--- config.mk ---
export PLATFORM = sky130hd
export DESIGN_NAME = calibrated_sensor_moving_average_flat
export DESIGN_NICKNAME = d
export VERILOG_FILES = /design/src/design/csma_pkg.sv /design/src/design/csma_if.sv /design/src/design/csma_ram.sv /design/src/design/calibrated_sensor_moving_average.sv /design/src/flat_wrapper.sv
export SDC_FILE = /design/constraint.sdc
export NUM_CORES = 2
export LEC_CHECK = 0
export BUFFER_PORTS_ARGS = -buffer_cell sky130_fd_sc_hd__buf_4
export CORE_AREA = 2 2 305 307
export DETAILED_ROUTE_END_ITERATION = 8
export DIE_AREA = 0 0 307 309
export PLACE_DENSITY = 0.68
export SYNTH_ARGS = -nofsm -noshare
export SYNTH_HDL_FRONTEND = slang
export SYNTH_SLANG_ARGS = --single-unit
--- constraint.sdc ---
create_clock -name clk -period 9.85 [get_ports clk]
set_clock_uncertainty 0.2 [all_clocks]
set_input_delay 0.985 -clock clk [delete_from_list [all_inputs] [get_ports clk]]
set_output_delay 0.985 -clock clk [all_outputs]
set_load 0.02 [all_outputs]
--- src/design/csma_pkg.sv ---
// ============================================================================
// csma_pkg
// Shared widths, codes and defaults of the calibrated sensor moving average.
// ============================================================================
package csma_pkg;

  // Field widths of the words on the channels and the configuration port.
  localparam int OP_W        = 2;
  localparam int CH_W        = 3;
  localparam int TEMP_W      = 12;
  localparam int VALUE_W     = 13;
  localparam int ENTRY_W     = 4;
  localparam int OFFSET_W    = 9;
  localparam int CFG_IDX_W   = 3;
  localparam int CFG_DATA_W  = 9;

  // Number of calibration offset registers and the bits that index them.
  localparam int NUM_OFFSETS = 5;
  localparam int OFS_IDX_W   = $clog2(NUM_OFFSETS);

  // Defaults of the top level parameters.
  localparam int DEF_CHANNELS   = 5;
  localparam int DEF_RING_DEPTH = 8;

  // Sentinel of -127 degrees in 1/16 degree units.
  localparam logic signed [VALUE_W-1:0] SENTINEL = VALUE_W'(-127 * 16);

  // Operation codes of an input word.
  typedef enum logic [OP_W-1:0] {
    OP_SAMPLE     = 2'd0,
    OP_DISCONNECT = 2'd1,
    OP_EMULATE    = 2'd2,
    OP_UNUSED     = 2'd3
  } op_t;

  // Configuration register indexes.
  typedef enum logic [CFG_IDX_W-1:0] {
    CFG_CAL_OFFSET_0 = 3'd0,
    CFG_CAL_OFFSET_1 = 3'd1,
    CFG_CAL_OFFSET_2 = 3'd2,
    CFG_CAL_OFFSET_3 = 3'd3,
    CFG_CAL_OFFSET_4 = 3'd4,
    CFG_EMULATE_MODE = 3'd5
  } cfg_idx_t;

endpackage

--- src/design/csma_if.sv ---
// ============================================================================
// csma_if
// Valid/ready channels carrying the input and result words.
// ============================================================================

// Input channel: one sensor item per word.
interface csma_in_if
  import csma_pkg::*;
();
  logic                       valid;
  logic                       ready;
  logic [OP_W-1:0]            operation;
  logic [CH_W-1:0]            channel;
  logic signed [TEMP_W-1:0]   temperature;

  modport source (output valid, operation, channel, temperature, input ready);
  modport sink   (input valid, operation, channel, temperature, output ready);
endinterface

// Result channel: one channel update per word.
interface csma_out_if
  import csma_pkg::*;
();
  logic                       valid;
  logic                       ready;
  logic [CH_W-1:0]            out_channel;
  logic signed [VALUE_W-1:0]  current_value;
  logic signed [VALUE_W-1:0]  average_value;
  logic [ENTRY_W-1:0]         entry_count;

  modport source (output valid, out_channel, current_value, average_value, entry_count,
                  input ready);
  modport sink   (input valid, out_channel, current_value, average_value, entry_count,
                  output ready);
endinterface

--- src/design/csma_ram.sv ---
// ============================================================================
// csma_ram
// Simple dual-port RAM: one write port, one read port with registered data.
// ============================================================================
module csma_ram #(
  parameter int WIDTH = 8,
  parameter int DEPTH = 16
) (
  input  logic                                      clk,
  input  logic                                      we,
  input  logic [((DEPTH > 1) ? $clog2(DEPTH) : 1)-1:0] waddr,
  input  logic [WIDTH-1:0]                          wdata,
  input  logic                                      re,
  input  logic [((DEPTH > 1) ? $clog2(DEPTH) : 1)-1:0] raddr,
  output logic [WIDTH-1:0]                          rdata
);

  logic [WIDTH-1:0] mem [DEPTH];

  // Write port, and read port with registered data.
  always_ff @(posedge clk) begin
    if (we) begin
      mem[waddr] <= wdata;
    end
    if (re) begin
      rdata <= mem[raddr];
    end
  end

endmodule

--- src/design/calibrated_sensor_moving_average.sv ---
// ============================================================================
// calibrated_sensor_moving_average
// Per-channel moving average of calibrated temperature readings.
// ============================================================================
// Each channel keeps a ring of up to RING_DEPTH corrected readings in a shared
// RAM, with its oldest pointer, fill count and running sum in registers that
// reset clears. An accepted word goes through S_UPDATE, S_MUL and S_OUT: the
// ring RAM is read in the acceptance cycle, the read-modify-write of the ring
// and the channel state happens in the next (S_UPDATE), the running sum is
// then multiplied by a reciprocal of the count (S_MUL), and the result word is
// loaded into the output register (S_OUT) once that register is free, after
// which the next word is accepted. A word that causes no result (sample or
// disconnect in emulate mode, unused operation, channel out of range) is
// dropped in its acceptance cycle. The ring RAM needs no clearing pass: an
// entry's read data is only used after the entry has been written.
module calibrated_sensor_moving_average
  import csma_pkg::*;
#(
  parameter int CHANNELS   = DEF_CHANNELS,
  parameter int RING_DEPTH = DEF_RING_DEPTH
) (
  input  logic                  clk,
  input  logic                  rst_n,
  csma_in_if.sink               in_word,
  csma_out_if.source            out_word,
  input  logic                  cfg_we,
  input  logic [CFG_IDX_W-1:0]  cfg_index,
  input  logic [CFG_DATA_W-1:0] cfg_wdata
);

  // Derived widths.
  localparam int CHI_W     = (CHANNELS > 1) ? $clog2(CHANNELS) : 1;
  localparam int PTR_W     = (RING_DEPTH > 1) ? $clog2(RING_DEPTH) : 1;
  localparam int CNT_W     = $clog2(RING_DEPTH + 1);
  localparam int SUM_W     = VALUE_W + CNT_W;
  localparam int MAG_W     = SUM_W;
  localparam int SHIFT     = MAG_W + CNT_W;
  localparam int RECIP_W   = SHIFT + 1;
  localparam int PROD_W    = MAG_W + RECIP_W;
  localparam int RAM_DEPTH = CHANNELS * RING_DEPTH;
  localparam int ADDR_W    = (RAM_DEPTH > 1) ? $clog2(RAM_DEPTH) : 1;

  // Sequencer states.
  typedef enum logic [3:0] {
    S_IDLE   = 4'b0001,
    S_UPDATE = 4'b0010,
    S_MUL    = 4'b0100,
    S_OUT    = 4'b1000
  } state_t;

  state_t                      state_r, state_nxt;

  // Configuration registers.
  logic signed [OFFSET_W-1:0]  cal_offset_r [NUM_OFFSETS];
  logic                        emulate_mode_r;

  // Per-channel ring bookkeeping.
  logic [PTR_W-1:0]            ptr_r [CHANNELS];
  logic [CNT_W-1:0]            cnt_r [CHANNELS];
  logic signed [SUM_W-1:0]     sum_r [CHANNELS];

  // Word being worked on.
  logic [OP_W-1:0]             op_r;
  logic [CHI_W-1:0]            ch_r;
  logic signed [VALUE_W-1:0]   corr_r;
  logic signed [VALUE_W-1:0]   cur_r;
  logic [MAG_W-1:0]            mag_r;
  logic                        neg_r;
  logic [CNT_W-1:0]            div_cnt_r;
  logic [PROD_W-1:0]           prod_r;

  // Output register.
  logic                        out_valid_r;
  logic [CH_W-1:0]             out_channel_r;
  logic signed [VALUE_W-1:0]   out_current_r;
  logic signed [VALUE_W-1:0]   out_average_r;
  logic [ENTRY_W-1:0]          out_entry_r;

  // Ring RAM ports.
  logic                        ram_we;
  logic [ADDR_W-1:0]           ram_waddr;
  logic                        ram_re;
  logic [ADDR_W-1:0]           ram_raddr;
  logic [VALUE_W-1:0]          ram_rdata;

  // Acceptance.
  logic                        in_fire;
  logic                        item_ok;
  logic [CHI_W-1:0]            in_chi;
  logic signed [VALUE_W-1:0]   corr_in;

  // Update arithmetic.
  logic [PTR_W-1:0]            ptr_cur, ptr_mid, ptr_inc;
  logic [CNT_W-1:0]            cnt_cur, cnt_mid, cnt_new;
  logic signed [SUM_W-1:0]     sum_cur, sum_mid, sum_new;
  logic signed [SUM_W-1:0]     rd_ext;
  logic                        do_drop, do_push;
  logic [CNT_W:0]              slot_sum;
  logic [PTR_W-1:0]            slot;

  // Division tail.
  logic [RECIP_W-1:0]          recip_tab [RING_DEPTH + 1];
  logic [VALUE_W-1:0]          quot;
  logic signed [VALUE_W-1:0]   avg;
  logic                        out_load;

  // Reciprocal table: ceil(2^SHIFT / n) gives an exact quotient for any
  // magnitude below 2^MAG_W and any count up to RING_DEPTH.
  assign recip_tab[0] = '0;
  for (genvar gi = 1; gi <= RING_DEPTH; gi++) begin : g_recip
    localparam longint unsigned RECIP = ((64'd1 << SHIFT) + gi - 1) / gi;
    assign recip_tab[gi] = RECIP_W'(RECIP);
  end

  // Input acceptance and the words that cause no result.
  assign in_word.ready = (state_r == S_IDLE);
  assign in_fire       = in_word.valid && in_word.ready;
  assign in_chi        = in_word.channel[CHI_W-1:0];
  assign item_ok       = (32'(in_word.channel) < CHANNELS)
                      && (in_word.operation != OP_UNUSED)
                      && (!emulate_mode_r || (in_word.operation == OP_EMULATE));
  assign corr_in       = VALUE_W'(in_word.temperature)
                       + VALUE_W'(cal_offset_r[in_word.channel[OFS_IDX_W-1:0]]);

  // Read the channel's oldest entry in the acceptance cycle.
  assign ram_re    = in_fire && item_ok;
  assign ram_raddr = ADDR_W'(ADDR_W'(in_chi) * ADDR_W'(RING_DEPTH) + ADDR_W'(ptr_r[in_chi]));

  // Ring update: drop the oldest entry where needed, then push.
  always_comb begin
    ptr_cur = ptr_r[ch_r];
    cnt_cur = cnt_r[ch_r];
    sum_cur = sum_r[ch_r];
    rd_ext  = SUM_W'($signed(ram_rdata));
    ptr_inc = (32'(ptr_cur) == RING_DEPTH - 1) ? '0 : PTR_W'(ptr_cur + 1'b1);
    do_drop = 1'b0;
    do_push = 1'b0;
    case (op_r)
      OP_EMULATE: begin
        do_push = 1'b1;
      end
      OP_SAMPLE: begin
        do_drop = (32'(cnt_cur) == RING_DEPTH);
        do_push = 1'b1;
      end
      OP_DISCONNECT: begin
        do_drop = (cnt_cur != '0);
      end
      default: begin
      end
    endcase
    if (op_r == OP_EMULATE) begin
      ptr_mid = '0;
      cnt_mid = '0;
      sum_mid = '0;
    end else if (do_drop) begin
      ptr_mid = ptr_inc;
      cnt_mid = CNT_W'(cnt_cur - 1'b1);
      sum_mid = SUM_W'(sum_cur - rd_ext);
    end else begin
      ptr_mid = ptr_cur;
      cnt_mid = cnt_cur;
      sum_mid = sum_cur;
    end
    // The new entry goes just past the newest one held.
    slot_sum = (CNT_W + 1)'(ptr_mid) + (CNT_W + 1)'(cnt_mid);
    if (32'(slot_sum) >= RING_DEPTH) begin
      slot = PTR_W'(slot_sum - (CNT_W + 1)'(RING_DEPTH));
    end else begin
      slot = PTR_W'(slot_sum);
    end
    if (do_push) begin
      cnt_new = CNT_W'(cnt_mid + 1'b1);
      sum_new = SUM_W'(sum_mid + SUM_W'(corr_r));
    end else begin
      cnt_new = cnt_mid;
      sum_new = sum_mid;
    end
  end

  assign ram_we    = (state_r == S_UPDATE) && do_push;
  assign ram_waddr = ADDR_W'(ADDR_W'(ch_r) * ADDR_W'(RING_DEPTH) + ADDR_W'(slot));

  csma_ram #(
    .WIDTH (VALUE_W),
    .DEPTH (RAM_DEPTH)
  ) u_ring_ram (
    .clk   (clk),
    .we    (ram_we),
    .waddr (ram_waddr),
    .wdata (corr_r),
    .re    (ram_re),
    .raddr (ram_raddr),
    .rdata (ram_rdata)
  );

  // Quotient with truncation toward zero, sentinel for an empty ring.
  assign quot     = prod_r[SHIFT +: VALUE_W];
  assign avg      = (div_cnt_r == '0) ? SENTINEL
                  : (neg_r ? VALUE_W'(-quot) : VALUE_W'(quot));
  assign out_load = (state_r == S_OUT) && (!out_valid_r || out_word.ready);

  // Sequencer.
  always_comb begin
    state_nxt = state_r;
    case (state_r)
      S_IDLE: begin
        if (in_fire && item_ok) begin
          state_nxt = S_UPDATE;
        end
      end
      S_UPDATE: begin
        state_nxt = S_MUL;
      end
      S_MUL: begin
        state_nxt = S_OUT;
      end
      S_OUT: begin
        if (out_load) begin
          state_nxt = S_IDLE;
        end
      end
      default: begin
        state_nxt = S_IDLE;
      end
    endcase
  end

  // Control state, configuration and channel bookkeeping.
  always_ff @(posedge clk) begin
    if (!rst_n) begin
      state_r        <= S_IDLE;
      emulate_mode_r <= 1'b0;
      out_valid_r    <= 1'b0;
      for (int i = 0; i < NUM_OFFSETS; i++) begin
        cal_offset_r[i] <= '0;
      end
      for (int i = 0; i < CHANNELS; i++) begin
        ptr_r[i] <= '0;
        cnt_r[i] <= '0;
        sum_r[i] <= '0;
      end
    end else begin
      state_r <= state_nxt;
      if (cfg_we) begin
        case (cfg_index)
          CFG_CAL_OFFSET_0: cal_offset_r[0] <= cfg_wdata;
          CFG_CAL_OFFSET_1: cal_offset_r[1] <= cfg_wdata;
          CFG_CAL_OFFSET_2: cal_offset_r[2] <= cfg_wdata;
          CFG_CAL_OFFSET_3: cal_offset_r[3] <= cfg_wdata;
          CFG_CAL_OFFSET_4: cal_offset_r[4] <= cfg_wdata;
          CFG_EMULATE_MODE: emulate_mode_r  <= cfg_wdata[0];
          default: begin
          end
        endcase
      end
      if (state_r == S_UPDATE) begin
        ptr_r[ch_r] <= ptr_mid;
        cnt_r[ch_r] <= cnt_new;
        sum_r[ch_r] <= sum_new;
      end
      if (out_load) begin
        out_valid_r <= 1'b1;
      end else if (out_word.ready) begin
        out_valid_r <= 1'b0;
      end
    end
  end

  // Datapath registers.
  always_ff @(posedge clk) begin
    if (in_fire) begin
      op_r   <= in_word.operation;
      ch_r   <= in_chi;
      corr_r <= corr_in;
    end
    if (state_r == S_UPDATE) begin
      cur_r     <= (op_r == OP_DISCONNECT) ? SENTINEL : corr_r;
      neg_r     <= sum_new[SUM_W-1];
      mag_r     <= sum_new[SUM_W-1] ? MAG_W'(-sum_new) : MAG_W'(sum_new);
      div_cnt_r <= cnt_new;
    end
    if (state_r == S_MUL) begin
      prod_r <= mag_r * recip_tab[div_cnt_r];
    end
    if (out_load) begin
      out_channel_r <= CH_W'(ch_r);
      out_current_r <= cur_r;
      out_average_r <= avg;
      out_entry_r   <= ENTRY_W'(div_cnt_r);
    end
  end

  assign out_word.valid         = out_valid_r;
  assign out_word.out_channel   = out_channel_r;
  assign out_word.current_value = out_current_r;
  assign out_word.average_value = out_average_r;
  assign out_word.entry_count   = out_entry_r;

`ifndef SYNTHESIS
  // A word that acts starts the ring update in the next cycle.
  a_accept_starts: assert property (@(posedge clk) disable iff (!rst_n)
    (in_fire && item_ok) |=> (state_r == S_UPDATE))
    else $error("accepted word did not start an update");

  // A word that causes no result leaves the block idle.
  a_skip_idle: assert property (@(posedge clk) disable iff (!rst_n)
    (in_fire && !item_ok) |=> (state_r == S_IDLE))
    else $error("ignored word left the block busy");

  // The fill count never passes the ring depth.
  a_count_bound: assert property (@(posedge clk) disable iff (!rst_n)
    (state_r == S_UPDATE) |-> (32'(cnt_new) <= RING_DEPTH))
    else $error("fill count beyond ring depth");

  // A finished result is loaded and the block returns to idle.
  a_out_load: assert property (@(posedge clk) disable iff (!rst_n)
    out_load |=> (out_valid_r && (state_r == S_IDLE)))
    else $error("result word not presented");
`endif

endmodule
--- src/flat_wrapper.sv ---
// flat-port wrapper written by rule: the top's interface ports become plain ports
module calibrated_sensor_moving_average_flat import csma_pkg::*;
#(
  parameter int CHANNELS   = DEF_CHANNELS,
  parameter int RING_DEPTH = DEF_RING_DEPTH
)
  (clk, rst_n, cfg_we, cfg_index, cfg_wdata, in_word_valid, in_word_operation, in_word_channel, in_word_temperature, in_word_ready, out_word_valid, out_word_out_channel, out_word_current_value, out_word_average_value, out_word_entry_count, out_word_ready);
  csma_in_if in_word_i ();
  csma_out_if out_word_i ();
  input  logic clk;
  input  logic rst_n;
  input  logic cfg_we;
  input  logic [CFG_IDX_W-1:0] cfg_index;
  input  logic [CFG_DATA_W-1:0] cfg_wdata;
  input wire logic [$bits(in_word_i.valid)-1:0] in_word_valid;
  input wire logic [$bits(in_word_i.operation)-1:0] in_word_operation;
  input wire logic [$bits(in_word_i.channel)-1:0] in_word_channel;
  input wire logic [$bits(in_word_i.temperature)-1:0] in_word_temperature;
  output wire logic [$bits(in_word_i.ready)-1:0] in_word_ready;
  output wire logic [$bits(out_word_i.valid)-1:0] out_word_valid;
  output wire logic [$bits(out_word_i.out_channel)-1:0] out_word_out_channel;
  output wire logic [$bits(out_word_i.current_value)-1:0] out_word_current_value;
  output wire logic [$bits(out_word_i.average_value)-1:0] out_word_average_value;
  output wire logic [$bits(out_word_i.entry_count)-1:0] out_word_entry_count;
  input wire logic [$bits(out_word_i.ready)-1:0] out_word_ready;
  assign in_word_i.valid = in_word_valid;
  assign in_word_i.operation = in_word_operation;
  assign in_word_i.channel = in_word_channel;
  assign in_word_i.temperature = in_word_temperature;
  assign in_word_ready = in_word_i.ready;
  assign out_word_valid = out_word_i.valid;
  assign out_word_out_channel = out_word_i.out_channel;
  assign out_word_current_value = out_word_i.current_value;
  assign out_word_average_value = out_word_i.average_value;
  assign out_word_entry_count = out_word_i.entry_count;
  assign out_word_i.ready = out_word_ready;
  calibrated_sensor_moving_average #(.CHANNELS(CHANNELS), .RING_DEPTH(RING_DEPTH)) u_core (.clk(clk), .rst_n(rst_n), .in_word(in_word_i), .out_word(out_word_i), .cfg_we(cfg_we), .cfg_index(cfg_index), .cfg_wdata(cfg_wdata));
endmodule
==> run_results.csv <==
group,metric,value,unit
sta,fin_crit_sh,84.7,%
sta,max_freq,120,MHz
detailed_routing,firstDrtPassIters,5,
cells_and_area,drive_above_1_share,12.3,%
die,dieArea,0.0949,mm²
critical_path,cp_max_fo,25,
synthesis,synth_area_per_cell,13.4,µm²
placed_design,place_hpwl,80000,µm
die,pin_count,69,
cells_and_area,mostFrequentLayoutCells,"edfxtp_1 (869), inv_1 (446), nand2_1 (305)",
grt,grt_max_degree,144,
power_and_ir_drop,ir_worst_vdd,0.175,mV
cells_and_area,fill_cells,7221,
critical_path,start_kind,"register",
detailed_routing,first_iter_violations,2703,
min_path,hp-class,"register to register",
grt,grt_pass1_vias,28430,
synthesis,async_reset_ff_share,0,%
clock_network,cts_max_level,3,
sta,finalCriticalPeriod,8.35,ns
die,start_util,52.7,%
power_and_ir_drop,clkPwrFrac,25.0,%
detailed_routing,vias_per_cell,5.83,
detailed_routing,routedWlPerCell,24.0,µm
grt,grt_antenna_before_repair,2,
cells_and_area,fin_cells,4920,
synthesis,synth_fp_nets,4043,
critical_path,worstSetupPathType,"register to register",
grt,grt_usage,25.2,%
power_and_ir_drop,comb_power_share,38.4,%
synthesis,yosysSeqAreaShare,54.6,%
clock_network,cts_buffers,89,
synthesis,syn_inst,3585,
power_and_ir_drop,swShare,36.4,%
clock_network,root_buffer,"clkbuf_16",
sta,finalSetupViolCount,0,
flow_run,drv_cap,0,
detailed_routing,antenna_left,0,
clock_network,cts_hold_buf,0,
clock_network,clkTransAtPathRegs,0.06,ns
die,fp.dieW,307,µm
clock_network,cts-resized-gates,0,
detailed_routing,drt-total-wl,118000,µm
cells_and_area,final_common_cell,"edfxtp_1",
power_and_ir_drop,power.internal,8.27,mW
sta,hold_violations,0,
cells_and_area,area_growth,10.2,%
die,die_h,309,µm
cells_and_area,seq_area,0.0263,mm²
sta,max_slew.worst_pin.slew,1.19,ns
sta,whs,0.227,ns
sta,drv_slew,0,
status,status,"complete, no violations",
clock_network,cts_tree,"done",
critical_path,cp-end-kind,"register",
synthesis,ys_types,89,
cells_and_area,num_antenna_cells,0,
clock_network,clock_sinks,878,
placed_design,place.gp.congestion,0.983,
grt,grt_pass1_wl,177000,µm
die,placementRows,111,
detailed_routing,drc,0,
power_and_ir_drop,powerDensity,245,mW/mm²
detailed_routing,vias,28692,
grt,grt_remaining_overflow,0,
power_and_ir_drop,power_leakage,20.9,nW
placed_design,port_buffers,68,
synthesis,yosys_warnings,0,
cells_and_area,multi_input_area,0.0196,mm²
cells_and_area,nets,4123,
sta,tns,0,ns
synthesis,synthesis.area,0.0481,mm²
clock_network,clk_latency,0.67,ns
synthesis,ys.flop_type,"edfxtp_1",
clock_network,cts_setup_buffers,0,
sta,rsz0062_at_grt,"no",
power_and_ir_drop,seq_power_share,36.6,%
synthesis,synth-edff-count,869,
synthesis,ys_seq_elements,878,
clock_network,clk_path_buf_depth,3,
critical_path,worstPathRequired,10.05,ns
critical_path,crit_arrival,8.55,ns
die,core_area,0.0914,mm²
sta,maxSlewHeadroom,20.7,%
power_and_ir_drop,power.switching,4.73,mW
placed_design,dp.cells,4760,
[cell type report]
cell class / instances / area share [%]
flip-flops and latches: 878 / 49.5
inverters: 448 / 3.17
repair buffers: 160 / 2.33
clock inverters: 48 / 0.884
clock buffers: 112 / 4.40
multi-input cells: 2088 / 36.9
well taps: 1186 / 2.80
[kinds of logic after synthesis]
kind of cell / synth area share (%)
flops: 54.6
simple gates: 8.39
buf+inv: 4.93
fa+ha+maj: 15.4
compound gates: 6.05
mux: 9.24
xor+xnor: 1.43
[registers in the layout, summed over array words and instances, names as in the netlist, 17 cells and up, named ones only]
signal                 flops
u_core.u_ring_ram.mem    520
u_core.sum_r             136
u_core.cal_offset_r       45
u_core.cnt_r              32
u_core.ptr_r              24
u_core.mag_r              17
[stage by stage]
step	setup WS, ns	util, %	instance area [µm²]	total power [mW]
CTS	1.22	58.1	53100	13.0
global route	1.05	58.1	53100	13.7
floorplan	2.59	-	48100	8.27
global placement	1.30	55.0	50300	9.72
detailed placement	1.19	55.0	50300	9.79
finish	1.50	58.1	53100	13.0
[per-layer routing]
metal / part of all wire [%] / vias up / track usage (%)
met1: 42 / 14597 / 35.4
met5: 0 / - / 0
met4: 3.7 / 0 / 9.23
li1: - / 12879 / -
met3: 6.7 / 200 / 3.71
met2: 47 / 1016 / 40.3
[Yosys cell counts (19+ instances only)]
library cell	number	area (µm²)
inv_1	446	1670
mux4_2	98	2210
clkbuf_1	117	439
nor3_1	22	110
xnor2_1	51	447
edfxtp_1	869	26100
buf_2	26	130
and3_1	42	263
ha_1	144	1800
nor2_1	247	927
xor2_1	26	228
a211oi_1	123	923
buf_1	25	93.8
and2_1	108	676
nor2b_1	28	175
a31oi_1	36	225
fa_1	280	5610
o21ai_0	49	245
mux2i_1	175	1750
a21oi_1	73	365
nand3_1	25	125
a311oi_1	27	236
mux2_2	31	349
nand2_1	305	1140
a21o_1	19	143
[worst paths after layout]
path | endpoint | cells after the start | from | slack (ns)
max | u_core.prod_r[26] | 23 | u_core.div_cnt_r[2] | 1.50
min | u_core.out_word.current_value[5] | 0 | u_core.cur_r[5] | 0.23
max reg2reg | u_core.prod_r[26] | 23 | u_core.div_cnt_r[2] | 1.50
min reg2reg | u_core.out_word.current_value[5] | 0 | u_core.cur_r[5] | 0.23
[power by group through the flow]
stage	logic, mW	clock network (mW)	registers [mW]
floorplan	3.42	0	4.85
global placement	4.89	0	4.83
finish	5.00	3.25	4.75
CTS	4.99	3.30	4.75
global route	5.50	3.44	4.76
detailed placement	4.96	0	4.83
[critical path: stages (launching register included)]
cell and delay, ns:
edfxtp_1 0.63, nor2b_2 0.75, and2_1 0.62, nand2_1 0.28, fa_1 0.59, fa_1 0.54
fa_1 0.52, inv_1 0.05, fa_1 0.49, fa_1 0.49, inv_1 0.05, fa_1 0.47
inv_1 0.04, ha_1 0.29, a21o_1 0.16, a21o_1 0.17, a21o_1 0.17, a211o_1 0.30
a41oi_1 0.23, a2111o_1 0.23, nand3_1 0.20, or2_2 0.34, a31oi_1 0.21, xnor2_1 0.09
Note: power is estimated with default switching activity, not from simulation.
